**config.mk**
```make
export PLATFORM = sky130hd
export DESIGN_NAME = periodic_interp_factor_top
export DESIGN_NICKNAME = d
export VERILOG_FILES = /design/src/design/pif_pkg.sv /design/src/design/pif_ram.sv /design/src/design/periodic_interp_factor_top.sv
export SDC_FILE = /design/constraint.sdc
export NUM_CORES = 2
export LEC_CHECK = 0
export ABC_AREA = 1
export BUFFER_PORTS_ARGS = -buffer_cell sky130_fd_sc_hd__buf_4
export CAP_MARGIN = 40
export CORE_MARGIN = 4
export CORE_UTILIZATION = 60
export DETAILED_ROUTE_END_ITERATION = 16
export PLACE_DENSITY_LB_ADDON = 0.25
export SETUP_SLACK_MARGIN = 0.05
export SLEW_MARGIN = 20
export SYNTH_ARGS = -nofsm -noshare
export SYNTH_HDL_FRONTEND = slang
export SYNTH_SLANG_ARGS = --single-unit
```
**constraint.sdc**
```tcl
create_clock -name clock -period 13 [get_ports clock]
set_input_delay 2.6 -clock clock [delete_from_list [all_inputs] [get_ports clock]]
set_output_delay 2.6 -clock clock [all_outputs]
set_load 0.005 [all_outputs]
```
**src/design/pif_pkg.sv**
```systemverilog
`default_nettype none

package pif_pkg;

   // table geometry
   localparam int MAX_SLOTS   = 16;
   localparam int TABLE_DEPTH = MAX_SLOTS + 2;
   localparam int TIDX_W      = $clog2(TABLE_DEPTH);
   localparam int NCNT_W      = $clog2(MAX_SLOTS + 1);

   // field widths
   localparam int OP_W     = 1;
   localparam int IDX_W    = 5;
   localparam int TIME_W   = 33;
   localparam int QUERY_W  = 48;
   localparam int PERIOD_W = 32;
   localparam int NSLOT_W  = 5;
   localparam int SLOT_W   = 4;
   localparam int WGT_W    = 17;
   localparam int FRAC_W   = 16;
   localparam int STATUS_W = 2;
   localparam int CNT_W    = $clog2(QUERY_W);

   localparam int REQ_DATA_W = 88;
   localparam int RSP_DATA_W = 48;

   // configuration port
   localparam int CSR_IDX_W  = 1;
   localparam int CSR_DATA_W = 32;
   localparam logic [CSR_IDX_W-1:0] CSR_NUM_SLOTS = 1'b0;
   localparam logic [CSR_IDX_W-1:0] CSR_PERIOD    = 1'b1;

   localparam logic [NSLOT_W-1:0]  NUM_SLOTS_RST = 5'd12;
   localparam logic [PERIOD_W-1:0] PERIOD_RST    = 32'd65536;

   localparam logic [WGT_W-1:0] ONE_Q16 = 17'h10000;

   // opcodes
   localparam logic [OP_W-1:0] OP_WRITE = 1'b0;
   localparam logic [OP_W-1:0] OP_QUERY = 1'b1;

   // status codes
   localparam logic [STATUS_W-1:0] ST_OK    = 2'd0;
   localparam logic [STATUS_W-1:0] ST_BELOW = 2'd1;
   localparam logic [STATUS_W-1:0] ST_ABOVE = 2'd2;
   localparam logic [STATUS_W-1:0] ST_ZERO  = 2'd3;

   typedef enum logic [8:0] {
      S_IDLE = 9'b000000001,
      S_MOD  = 9'b000000010,
      S_RD0  = 9'b000000100,
      S_RDL  = 9'b000001000,
      S_CHK  = 9'b000010000,
      S_SCAN = 9'b000100000,
      S_DIVI = 9'b001000000,
      S_DIV  = 9'b010000000,
      S_FIN  = 9'b100000000
   } state_type;

endpackage

`default_nettype wire

```
**src/design/pif_ram.sv**
```systemverilog
`default_nettype none

module pif_ram #(
   parameter int WIDTH = 33,
   parameter int DEPTH = 18,
   localparam int AW = $clog2(DEPTH)
) (
   input  wire logic             clock,
   input  wire logic             wr_en,
   input  wire logic [AW-1:0]    wr_addr,
   input  wire logic [WIDTH-1:0] wr_data,
   input  wire logic             rd_en,
   input  wire logic [AW-1:0]    rd_addr,
   output logic      [WIDTH-1:0] rd_data
);

   logic [WIDTH-1:0] mem [DEPTH];

   always_ff @(posedge clock) begin
      if (wr_en) begin
         mem[wr_addr] <= wr_data;
      end
      if (rd_en) begin
         rd_data <= mem[rd_addr];
      end
   end

endmodule

`default_nettype wire

```
**src/design/periodic_interp_factor_top.sv**
```systemverilog
// Channel  Direction  Handshake              Payload
// req      in         req_tvalid/req_tready  tuser op; tdata index, entry time, query time
// rsp      out        rsp_tvalid/rsp_tready  tuser status; tdata slots and weights
// csr      in         csr_wr_en              csr_addr, csr_wdata
//
// A table write leaves the block idle, ready for the next beat. A query runs
// through the bit-serial floor modulo of the query time, the reads and checks
// of the table ends, one table read per interval scanned (up to n+1), a set-up
// step and the bit-serial weight divide, and a load of the output register;
// the block then returns to idle to take the next beat.
// Table reads go through one memory read port.
// Reset is synchronous and clears control and configuration; table entries
// are undefined until written. The result sits in an output register, so
// the next item is taken while it waits; a query ready to finish holds until
// that register is free.
`default_nettype none

module periodic_interp_factor_top
   import pif_pkg::*;
(
   input  wire logic                    clock,
   input  wire logic                    reset,
   input  wire logic                    req_tvalid,
   output logic                         req_tready,
   // entry_index[4:0], entry_time[37:5], query_time[85:38], zero pad
   input  wire logic [REQ_DATA_W-1:0]   req_tdata,
   // op[0]
   input  wire logic [OP_W-1:0]         req_tuser,
   output logic                         rsp_tvalid,
   input  wire logic                    rsp_tready,
   // first_slot[3:0], second_slot[7:4], first_weight[24:8],
   // second_weight[41:25], zero pad
   output logic      [RSP_DATA_W-1:0]   rsp_tdata,
   // status[1:0]
   output logic      [STATUS_W-1:0]     rsp_tuser,
   input  wire logic                    csr_wr_en,
   input  wire logic [CSR_IDX_W-1:0]    csr_addr,
   input  wire logic [CSR_DATA_W-1:0]   csr_wdata
);

   // unpack the request beat
   logic [IDX_W-1:0]   req_entry_index;
   logic [TIME_W-1:0]  req_entry_time;
   logic [QUERY_W-1:0] req_query_time;

   assign req_entry_index = req_tdata[IDX_W-1:0];
   assign req_entry_time  = req_tdata[IDX_W +: TIME_W];
   assign req_query_time  = req_tdata[IDX_W+TIME_W +: QUERY_W];

   // control and configuration
   state_type             state_ff, state_in;
   logic                  out_valid_ff, out_valid_in;
   logic [NSLOT_W-1:0]    num_slots_ff, num_slots_in;
   logic [PERIOD_W-1:0]   period_ff, period_in;

   // working registers
   logic [NCNT_W-1:0]     n_ff, n_in;
   logic [PERIOD_W-1:0]   p_ff, p_in;
   logic                  neg_ff, neg_in;
   logic [QUERY_W-1:0]    qabs_ff, qabs_in;
   logic [PERIOD_W-1:0]   rem_ff, rem_in;
   logic [CNT_W-1:0]      cnt_ff, cnt_in;
   logic [PERIOD_W-1:0]   t_ff, t_in;
   logic [TIME_W-1:0]     tab0_ff, tab0_in;
   logic [TIME_W-1:0]     prev_ff, prev_in;
   logic [TIME_W-1:0]     tlo_ff, tlo_in;
   logic [TIME_W-1:0]     thi_ff, thi_in;
   logic [TIDX_W-1:0]     i_ff, i_in;
   logic [TIDX_W-1:0]     lo_ff, lo_in;
   logic [TIME_W-1:0]     den_ff, den_in;
   logic [TIME_W-1:0]     div_r_ff, div_r_in;
   logic [WGT_W-1:0]      w0_ff, w0_in;
   logic [STATUS_W-1:0]   status_ff, status_in;
   logic [RSP_DATA_W-1:0] rsp_data_ff, rsp_data_in;
   logic [STATUS_W-1:0]   rsp_user_ff, rsp_user_in;

   // table memory
   logic                  ram_wr_en;
   logic                  ram_rd_en;
   logic [TIDX_W-1:0]     ram_rd_addr;
   logic [TIME_W-1:0]     ram_rd_data;

   pif_ram #(
      .WIDTH (TIME_W),
      .DEPTH (TABLE_DEPTH)
   ) u_table (
      .clock   (clock),
      .wr_en   (ram_wr_en),
      .wr_addr (TIDX_W'(req_entry_index)),
      .wr_data (req_entry_time),
      .rd_en   (ram_rd_en),
      .rd_addr (ram_rd_addr),
      .rd_data (ram_rd_data)
   );

   logic                  req_fire;
   logic [PERIOD_W:0]     mod_shift;
   logic [PERIOD_W:0]     mod_diff;
   logic [TIME_W:0]       div_shift;
   logic [TIME_W:0]       div_diff;
   logic [TIME_W-1:0]     num_w;
   logic [TIME_W-1:0]     den_w;
   logic [SLOT_W-1:0]     s0_w, s1_w;
   logic [WGT_W-1:0]      w1_w;
   logic                  ok_w;

   assign req_tready = (state_ff == S_IDLE);
   assign req_fire   = req_tvalid && req_tready;
   assign rsp_tvalid = out_valid_ff;
   assign rsp_tdata  = rsp_data_ff;
   assign rsp_tuser  = rsp_user_ff;

   assign mod_shift = {rem_ff, qabs_ff[QUERY_W-1]};
   assign mod_diff  = mod_shift - {1'b0, p_ff};
   assign div_shift = {div_r_ff, 1'b0};
   assign div_diff  = div_shift - {1'b0, den_ff};
   assign num_w     = thi_ff - {1'b0, t_ff};
   assign den_w     = thi_ff - tlo_ff;

   // periodic slot indices of the bracketing interval
   assign s0_w = (lo_ff == '0) ? SLOT_W'(n_ff - NCNT_W'(1))
                               : SLOT_W'(lo_ff - TIDX_W'(1));
   assign s1_w = (NCNT_W'(s0_w) == n_ff - NCNT_W'(1)) ? '0 : s0_w + SLOT_W'(1);
   assign w1_w = ONE_Q16 - w0_ff;
   assign ok_w = (status_ff == ST_OK);

   always_comb begin
      state_in     = state_ff;
      out_valid_in = out_valid_ff;
      num_slots_in = num_slots_ff;
      period_in    = period_ff;
      n_in         = n_ff;
      p_in         = p_ff;
      neg_in       = neg_ff;
      qabs_in      = qabs_ff;
      rem_in       = rem_ff;
      cnt_in       = cnt_ff;
      t_in         = t_ff;
      tab0_in      = tab0_ff;
      prev_in      = prev_ff;
      tlo_in       = tlo_ff;
      thi_in       = thi_ff;
      i_in         = i_ff;
      lo_in        = lo_ff;
      den_in       = den_ff;
      div_r_in     = div_r_ff;
      w0_in        = w0_ff;
      status_in    = status_ff;
      rsp_data_in  = rsp_data_ff;
      rsp_user_in  = rsp_user_ff;
      ram_wr_en    = 1'b0;
      ram_rd_en    = 1'b0;
      ram_rd_addr  = '0;

      if (csr_wr_en) begin
         unique case (csr_addr)
            CSR_NUM_SLOTS: num_slots_in = csr_wdata[NSLOT_W-1:0];
            CSR_PERIOD:    period_in    = csr_wdata[PERIOD_W-1:0];
            default:       ;
         endcase
      end

      // drop the result once the beat is taken
      if (rsp_tready) begin
         out_valid_in = 1'b0;
      end

      unique case (state_ff)
         S_IDLE: begin
            if (req_fire) begin
               if (req_tuser == OP_WRITE) begin
                  ram_wr_en = (int'(req_entry_index) < TABLE_DEPTH);
               end else begin
                  if (num_slots_ff == '0) begin
                     n_in = NCNT_W'(1);
                  end else if (int'(num_slots_ff) > MAX_SLOTS) begin
                     n_in = NCNT_W'(MAX_SLOTS);
                  end else begin
                     n_in = NCNT_W'(num_slots_ff);
                  end
                  p_in      = period_ff;
                  neg_in    = req_query_time[QUERY_W-1];
                  qabs_in   = req_query_time[QUERY_W-1] ? (~req_query_time + QUERY_W'(1))
                                                        : req_query_time;
                  rem_in    = '0;
                  cnt_in    = '0;
                  status_in = ST_OK;
                  w0_in     = '0;
                  lo_in     = '0;
                  state_in  = S_MOD;
               end
            end
         end

         // one remainder bit per cycle, magnitude first
         S_MOD: begin
            rem_in  = mod_shift[PERIOD_W] || !mod_diff[PERIOD_W] ? mod_diff[PERIOD_W-1:0]
                                                                 : mod_shift[PERIOD_W-1:0];
            qabs_in = {qabs_ff[QUERY_W-2:0], 1'b0};
            cnt_in  = cnt_ff + CNT_W'(1);
            if (cnt_ff == CNT_W'(QUERY_W - 1)) begin
               state_in = S_RD0;
            end
         end

         // floor correction, fetch the first entry
         S_RD0: begin
            if (p_ff == '0) begin
               t_in = '0;
            end else if (neg_ff && (rem_ff != '0)) begin
               t_in = p_ff - rem_ff;
            end else begin
               t_in = rem_ff;
            end
            ram_rd_en   = 1'b1;
            ram_rd_addr = '0;
            state_in    = S_RDL;
         end

         S_RDL: begin
            tab0_in     = ram_rd_data;
            ram_rd_en   = 1'b1;
            ram_rd_addr = TIDX_W'(n_ff) + TIDX_W'(1);
            state_in    = S_CHK;
         end

         S_CHK: begin
            if ({1'b0, t_ff} < tab0_ff) begin
               status_in = ST_BELOW;
               state_in  = S_FIN;
            end else if ({1'b0, t_ff} > ram_rd_data) begin
               status_in = ST_ABOVE;
               state_in  = S_FIN;
            end else begin
               prev_in     = tab0_ff;
               i_in        = '0;
               ram_rd_en   = 1'b1;
               ram_rd_addr = TIDX_W'(1);
               state_in    = S_SCAN;
            end
         end

         // compare entry i (held) with entry i+1 (just read)
         S_SCAN: begin
            if (((prev_ff <= {1'b0, t_ff}) && (ram_rd_data > {1'b0, t_ff}))
                || (i_ff == TIDX_W'(n_ff))) begin
               lo_in    = i_ff;
               tlo_in   = prev_ff;
               thi_in   = ram_rd_data;
               state_in = S_DIVI;
            end else begin
               prev_in     = ram_rd_data;
               i_in        = i_ff + TIDX_W'(1);
               ram_rd_en   = 1'b1;
               ram_rd_addr = i_ff + TIDX_W'(2);
            end
         end

         S_DIVI: begin
            den_in   = den_w;
            div_r_in = num_w;
            cnt_in   = '0;
            if (thi_ff <= tlo_ff) begin
               status_in = ST_ZERO;
               state_in  = S_FIN;
            end else if (num_w >= den_w) begin
               // weight of one or more saturates
               w0_in    = ONE_Q16;
               state_in = S_FIN;
            end else begin
               state_in = S_DIV;
            end
         end

         // restoring divide, one quotient bit per cycle
         S_DIV: begin
            if (!div_diff[TIME_W]) begin
               div_r_in = div_diff[TIME_W-1:0];
               w0_in    = {w0_ff[WGT_W-2:0], 1'b1};
            end else begin
               div_r_in = div_shift[TIME_W-1:0];
               w0_in    = {w0_ff[WGT_W-2:0], 1'b0};
            end
            cnt_in = cnt_ff + CNT_W'(1);
            if (cnt_ff == CNT_W'(FRAC_W - 1)) begin
               state_in = S_FIN;
            end
         end

         // hold until the output register is free
         S_FIN: begin
            if (!out_valid_ff || rsp_tready) begin
               out_valid_in = 1'b1;
               rsp_user_in  = status_ff;
               rsp_data_in  = '0;
               if (ok_w) begin
                  rsp_data_in[SLOT_W-1:0]             = s0_w;
                  rsp_data_in[SLOT_W +: SLOT_W]       = s1_w;
                  rsp_data_in[2*SLOT_W +: WGT_W]      = w0_ff;
                  rsp_data_in[2*SLOT_W+WGT_W +: WGT_W] = w1_w;
               end
               state_in = S_IDLE;
            end
         end

         default: state_in = S_IDLE;
      endcase
   end

   always_ff @(posedge clock) begin
      if (reset) begin
         state_ff     <= S_IDLE;
         out_valid_ff <= 1'b0;
         num_slots_ff <= NUM_SLOTS_RST;
         period_ff    <= PERIOD_RST;
      end else begin
         state_ff     <= state_in;
         out_valid_ff <= out_valid_in;
         num_slots_ff <= num_slots_in;
         period_ff    <= period_in;
      end
   end

   always_ff @(posedge clock) begin
      n_ff        <= n_in;
      p_ff        <= p_in;
      neg_ff      <= neg_in;
      qabs_ff     <= qabs_in;
      rem_ff      <= rem_in;
      cnt_ff      <= cnt_in;
      t_ff        <= t_in;
      tab0_ff     <= tab0_in;
      prev_ff     <= prev_in;
      tlo_ff      <= tlo_in;
      thi_ff      <= thi_in;
      i_ff        <= i_in;
      lo_ff       <= lo_in;
      den_ff      <= den_in;
      div_r_ff    <= div_r_in;
      w0_ff       <= w0_in;
      status_ff   <= status_in;
      rsp_data_ff <= rsp_data_in;
      rsp_user_ff <= rsp_user_in;
   end

endmodule

`default_nettype wire

```
# == After elaboration in Yosys (flattened, before gate mapping) ==
# Memory sizes are Yosys's and may differ from the RTL's. A register that Yosys moved wholly into a read port is not among the register bits.
# Cells that the tools add are included.
# op_classes
n_addsub,14
order_cmp,8
eq_ne,26
n_mux,67
n_bitwise,3
reduce_logical,36
# ops
operator,count
$mux W48,3
$mux W33,4
$pmux W33 S2,2
$mux W32,4
$pmux W48 S2,1
$mux W9,10
$pmux W9 S9,1
$mux W17,4
$sub A33 B32 Y33,2
$pmux W32 S2,1
$pmux W17 S3,1
$add A48 B1 Y48 const B,1
$not A48 Y48,1
$mux W5,8
$sub A34 B33 Y34,1
$ge A33 B33 Y1,1
$gt A32 B33 Y1,1
$gt A33 B32 Y1,1
$le A33 B32 Y1,1
$le A33 B33 Y1,1
$lt A32 B33 Y1,1
$sub A33 B33 Y33,1
$logic_not A32 Y1,1
$reduce_bool A32 Y1,1
49 further kinds,101
# totals
regBits,474
mem_bits_rw,594
in_bits,127
out_inout_bits,52
wordCells,180
memories,1
# mem_list
name,depth,width,rd,rd_clocked_by_memory_dff,wr,line,rtl
u_table.mem,18,33,1,1,1,pif_ram.sv:17,logic [WIDTH-1:0] mem [DEPTH];

# == Depth between registers and ports, before layout ==
# depth
word_depth,6
ltp_mapped,33

# == Cells and area by module ==
# From an unflattened synthesis, not the netlist that was laid out.
# hier_totals
hier_cells,6245
hier_area_um2,58640.0
# modules_own_cells
module,instances,cells_each,area_each_um2,seq_area_each_um2
periodic_interp_factor_top,1,3809,32220.9,13733.2
pif_ram,1,2436,26419.1,18828.1

# == Least setup slack after synthesis ==
# No wires, ideal clock.
# synth_timing
path_type,input port to flip-flop
startpoint,in req_tuser
endpoint,reg qabs_ff[0] (enable)
setup_time_ns,0.629
t_arrival_ns,8.298
slack_ns,4.073
stages,2
path_buffers,0
cell_sequence,nand2_1 o21ai_0
# synth_between
elab_chain_len,2
# synth_rtl
element,line,rtl
start: declaration,periodic_interp_factor_top.sv:28,"input wire logic [OP_W-1:0] req_tuser,"
$ne A2 B1 Y1 (no source line),n/a,
$reduce_and A3 Y1 (no source line),n/a,
end signal: assignment,periodic_interp_factor_top.sv:328,qabs_ff <= qabs_in;
end: declaration,periodic_interp_factor_top.sv:60,"logic [QUERY_W-1:0] qabs_ff, qabs_in;"
# No other way between the ends.
# A chain may end at the register's enable or synchronous reset.

# == Final worst setup path ==
# layout_timing
startpoint,reg t_ff[0]
endpoint,reg w0_ff[6] (enable)
# layout_between
elab_chain_len,4
# layout_rtl
element,line,rtl
start: declaration,periodic_interp_factor_top.sv:63,"logic [PERIOD_W-1:0] t_ff, t_in;"
start signal: assignment,periodic_interp_factor_top.sv:331,t_ff <= t_in;
$sub A33 B32 Y33,periodic_interp_factor_top.sv:117,"assign num_w = thi_ff - {1'b0, t_ff};"
$ge A33 B33 Y1,periodic_interp_factor_top.sv:266,end else if (num_w >= den_w) begin
$ne A2 B2 Y1 (no source line),n/a,
$reduce_and A5 Y1 (no source line),n/a,
end signal: assignment,periodic_interp_factor_top.sv:340,w0_ff <= w0_in;
end: declaration,periodic_interp_factor_top.sv:72,"logic [WGT_W-1:0] w0_ff, w0_in;"
# No other way between the ends.

==> flow_summary.yaml <==
synthesis:
  yosysWarnings: 0
  ys_types: 65
  synth_simple_gate_area_share_pct: 19.2
  async_flop_share_pct: 0
  synth_edf_count: 1053
  synthMuxAreaShare_pct: 0
  synth_top_family_by_area: "simple AND/OR/NAND/NOR gates"
  syn_avg_cell_area_um2: 9.57
  synth_xor_area_share_pct: 2.75
  synthAdderAreaFrac_pct: 6.58
  ys_ff_latch: 1100
  syn_area_um2: 58400
  synthCells: 6102
  synth_compound_area_share_pct: 8.43
  ys.flop_type: "edfxtp_1"
  ys_seq_area_share_pct: 55.8
final_layout:
  layout_commonest_cell: "nand2_1"
  fillerInstances: 7216
  fin_nets: 6669
  syn_to_final_growth_pct: 10.9
  final_cell_mix: "nand2_1, edfxtp_1, inv_1"
  drive_gt1_share_pct: 7.66
  utilization_pct: 67.0
floorplanning:
  die_y_um: 320
  rows: 114
  core_um2: 96600
  die_w_um: 320
  design.die.area_um2: 102000
  start_util_pct: 60.4
  top_level_ports: 179
global_routing:
  grt_pass1_wl_mm: 231
  overflow: 0
  grt.total_usage_pct: 28.6
  top_usage_layer: "met2"
  grt_max_degree: 138
  grt_pass1_vias: 42202
  grt_use_met2_pct: 48.5
  grt_use_met1_pct: 37.4
  antenna_found_initial: 4
  use_met3_pct: 3.90
setup_path:
  ff2ff_setup_slack_ns: 7.33
  crit_type: "reg -> reg"
  cp-start-kind: "flop"
  worstPathMaxFanout: 10
  critPathCaptureType: "flop"
  reg2reg_depth: 25
  r2r_start: "t_ff[0]"
  worstPathArrival_ns: 6.07
  r2r_end: "w0_ff[6]"
  cp.required_ns: 13.40
clock_network:
  post_cts_buffers: 0
  ctsHoldBuffers: 0
  clock-sinks: 1100
  cts-root-buf: "clkbuf_16"
  cts-resized-gates: 0
  cts.path.max_buffers: 3
  clk_latency_ns: 0.73
  clk_pin_slew_ns: 0.06
  cts_tree: "built"
  cts_made_buffers: 110
  cts-htree-levels: 3
timing:
  post-route-period-util_pct: 43.6
  worst_slew_pin_slew_ns: 0.879
  slew_violations: 0
  tns_ns: 0
  max_freq_mhz: 176
  period_needed_ns: 5.67
  clock_skew_ns: 0.0444
  max_slew_margin_pct: 41.4
  setup_viol: 0
  rsz0062_at_grt: "false"
  hold_viol: 0
routing:
  drc: 0
  wl_mm: 150
  first_pass_iters: 6
  vias: 43964
  antenna_left: 0
  via_per_inst: 5.78
  drt_iter0_drc: 4275
  wire_per_inst_um: 19.7
place:
  placement.io_buffers: 170
  hpwlAfterDp_mm: 99.0
  gp_congestion: 0.948
worst_hold_path:
  whs_path_depth: 0
  min-delay-start: "period_ff[15]"
  hold_end: "p_ff[15]"
  min_path_type: "reg -> reg"
run:
  max_cap_violations: 0
pwr:
  pwr_density_cell_nw_per_um2: 135
  vdd_drop_max_mv: 0.126
  power_leakage_uw: 0.0269
status:
  outcome: "finished, final reports clean"
## flip-flops by register name (all words and copies together) (netlist names), 33 cells and up
name	flops
den_ff	33
div_r_ff	33
prev_ff	33
qabs_ff	48
rsp_tdata	41
tab0_ff	33
thi_ff	33
tlo_ff	33
u_table.mem	594
u_table.rd_data	33
## critical path: stages, from the launching register on
cell and delay (ns):
edfxtp_1 0.56, ha_1 0.22, inv_1 0.06, fa_1 0.39
nand3_1 0.10, nand2_1 0.17, nand4_1 0.14, nand3_1 0.19
a21oi_1 0.30, o21ai_1 0.15, a21boi_0 0.33, nor2_1 0.08
o21ai_1 0.20, nand3_1 0.12, and2_1 0.18, ha_1 0.32
nand4_1 0.11, nor3_1 0.29, nor4b_1 0.28, nand3_1 0.18
nand3_1 0.11, inv_1 0.06, nand2_1 0.08, nand2_1 0.06
a21oi_2 0.44, buf_6 0.23
## worst max-delay path by stage
| stage | from | end | slack, ns |
|---|---|---|---|
| 6_report | t_ff[0] | w0_ff[6] | 7.33 |
| 5_1_grt | t_ff[0] | w0_ff[10] | 6.98 |
| 4_1_cts | u_table.rd_data[2] | u_table.rd_data[18] | 6.95 |
| 3_5_place_dp | t_ff[14] | u_table.rd_data[22] | 6.99 |
| 3_3_place_gp | req_tdata[2] | u_table.mem[13][9] | 6.80 |
| 2_1_floorplan | req_tuser | qabs_ff[0] | 4.07 |
## synth_stat cells, types with 6 or more instances
| cell | instances | area share (%) |
|---|---|---|
| inv_2 | 15 | 0.096 |
| o21a_1 | 18 | 0.23 |
| nand3b_1 | 37 | 0.48 |
| nand4_1 | 49 | 0.53 |
| dfxtp_1 | 47 | 1.6 |
| a21o_1 | 22 | 0.28 |
| clkbuf_1 | 88 | 0.57 |
| nand2_1 | 1349 | 8.7 |
| o21ai_1 | 30 | 0.26 |
| nor2_2 | 6 | 0.064 |
| a211oi_1 | 7 | 0.090 |
| buf_4 | 26 | 0.33 |
| o221ai_1 | 7 | 0.11 |
| o21ai_0 | 315 | 2.7 |
| a31oi_1 | 38 | 0.41 |
| a21oi_1 | 320 | 2.7 |
| nor3_1 | 53 | 0.45 |
| a221oi_1 | 10 | 0.15 |
| buf_6 | 25 | 0.48 |
| inv_1 | 790 | 5.1 |
| o31ai_1 | 6 | 0.077 |
| ha_1 | 299 | 6.4 |
| buf_1 | 10 | 0.064 |
| nor2_1 | 404 | 2.6 |
| o21bai_1 | 18 | 0.23 |
| nand3_1 | 632 | 5.4 |
| buf_2 | 74 | 0.63 |
| xnor2_1 | 67 | 1.0 |
| nor4_1 | 37 | 0.40 |
| xor2_1 | 116 | 1.7 |
| o211ai_1 | 48 | 0.62 |
| edfxtp_1 | 1053 | 54 |
| a21boi_0 | 13 | 0.17 |
## per-layer routing
| layer | wire [µm] | vias to the layer above |
|---|---|---|
| met3 | 10700 | 359 |
| met4 | 6080 | 6 |
| met2 | 72200 | 1771 |
| met1 | 60700 | 20742 |
| met5 | 30 | - |
| li1 | - | 21086 |
## per-stage QoR
stage / power [µW] / setup WS [ns] / hold slack [ns] / instances / instance area [µm²]
after floorplan: 5150 / 4.07 / 0.409 / 6107 / 58400
after global placement: 5510 / 6.80 / 0.412 / 7386 / 60700
after detailed placement: 5560 / 6.99 / 0.414 / 7394 / 60900
after CTS: 8740 / 6.95 / 0.427 / 7600 / 64500
after global routing: 9080 / 6.98 / 0.439 / 7608 / 64700
final: 8740 / 7.33 / 0.427 / 7610 / 64700
## cell families after synthesis
group / after synthesis
AOI/OAI and AO/OA: 875
xor gates and xnor gates: 183
adders and majority gates: 304
buffers and inverters: 1031
DFF: 1100
other: 1
and+or+nand+nor: 2608
## cell type report
type / count / area, µm² / area share (%)
antenna: 2 / 5.00 / 0.00773
clock buffer: 149 / 2990 / 4.62
clock inverter: 57 / 694 / 1.07
inverter: 807 / 3040 / 4.70
multi-input combinational: 3976 / 21800 / 33.7
sequential: 1100 / 32600 / 50.3
tap: 1276 / 1600 / 2.47
timing repair buffer: 243 / 2030 / 3.14
## report_power, final
| part | internal [µW] | leakage, µW | switching, µW |
|---|---|---|---|
| logic | 430 | 0.0152 | 865 |
| registers | 4100 | 0.00993 | 124 |
| clock network | 1860 | 0.00177 | 1360 |
No activity file was read; power rests on OpenSTA's default activity.
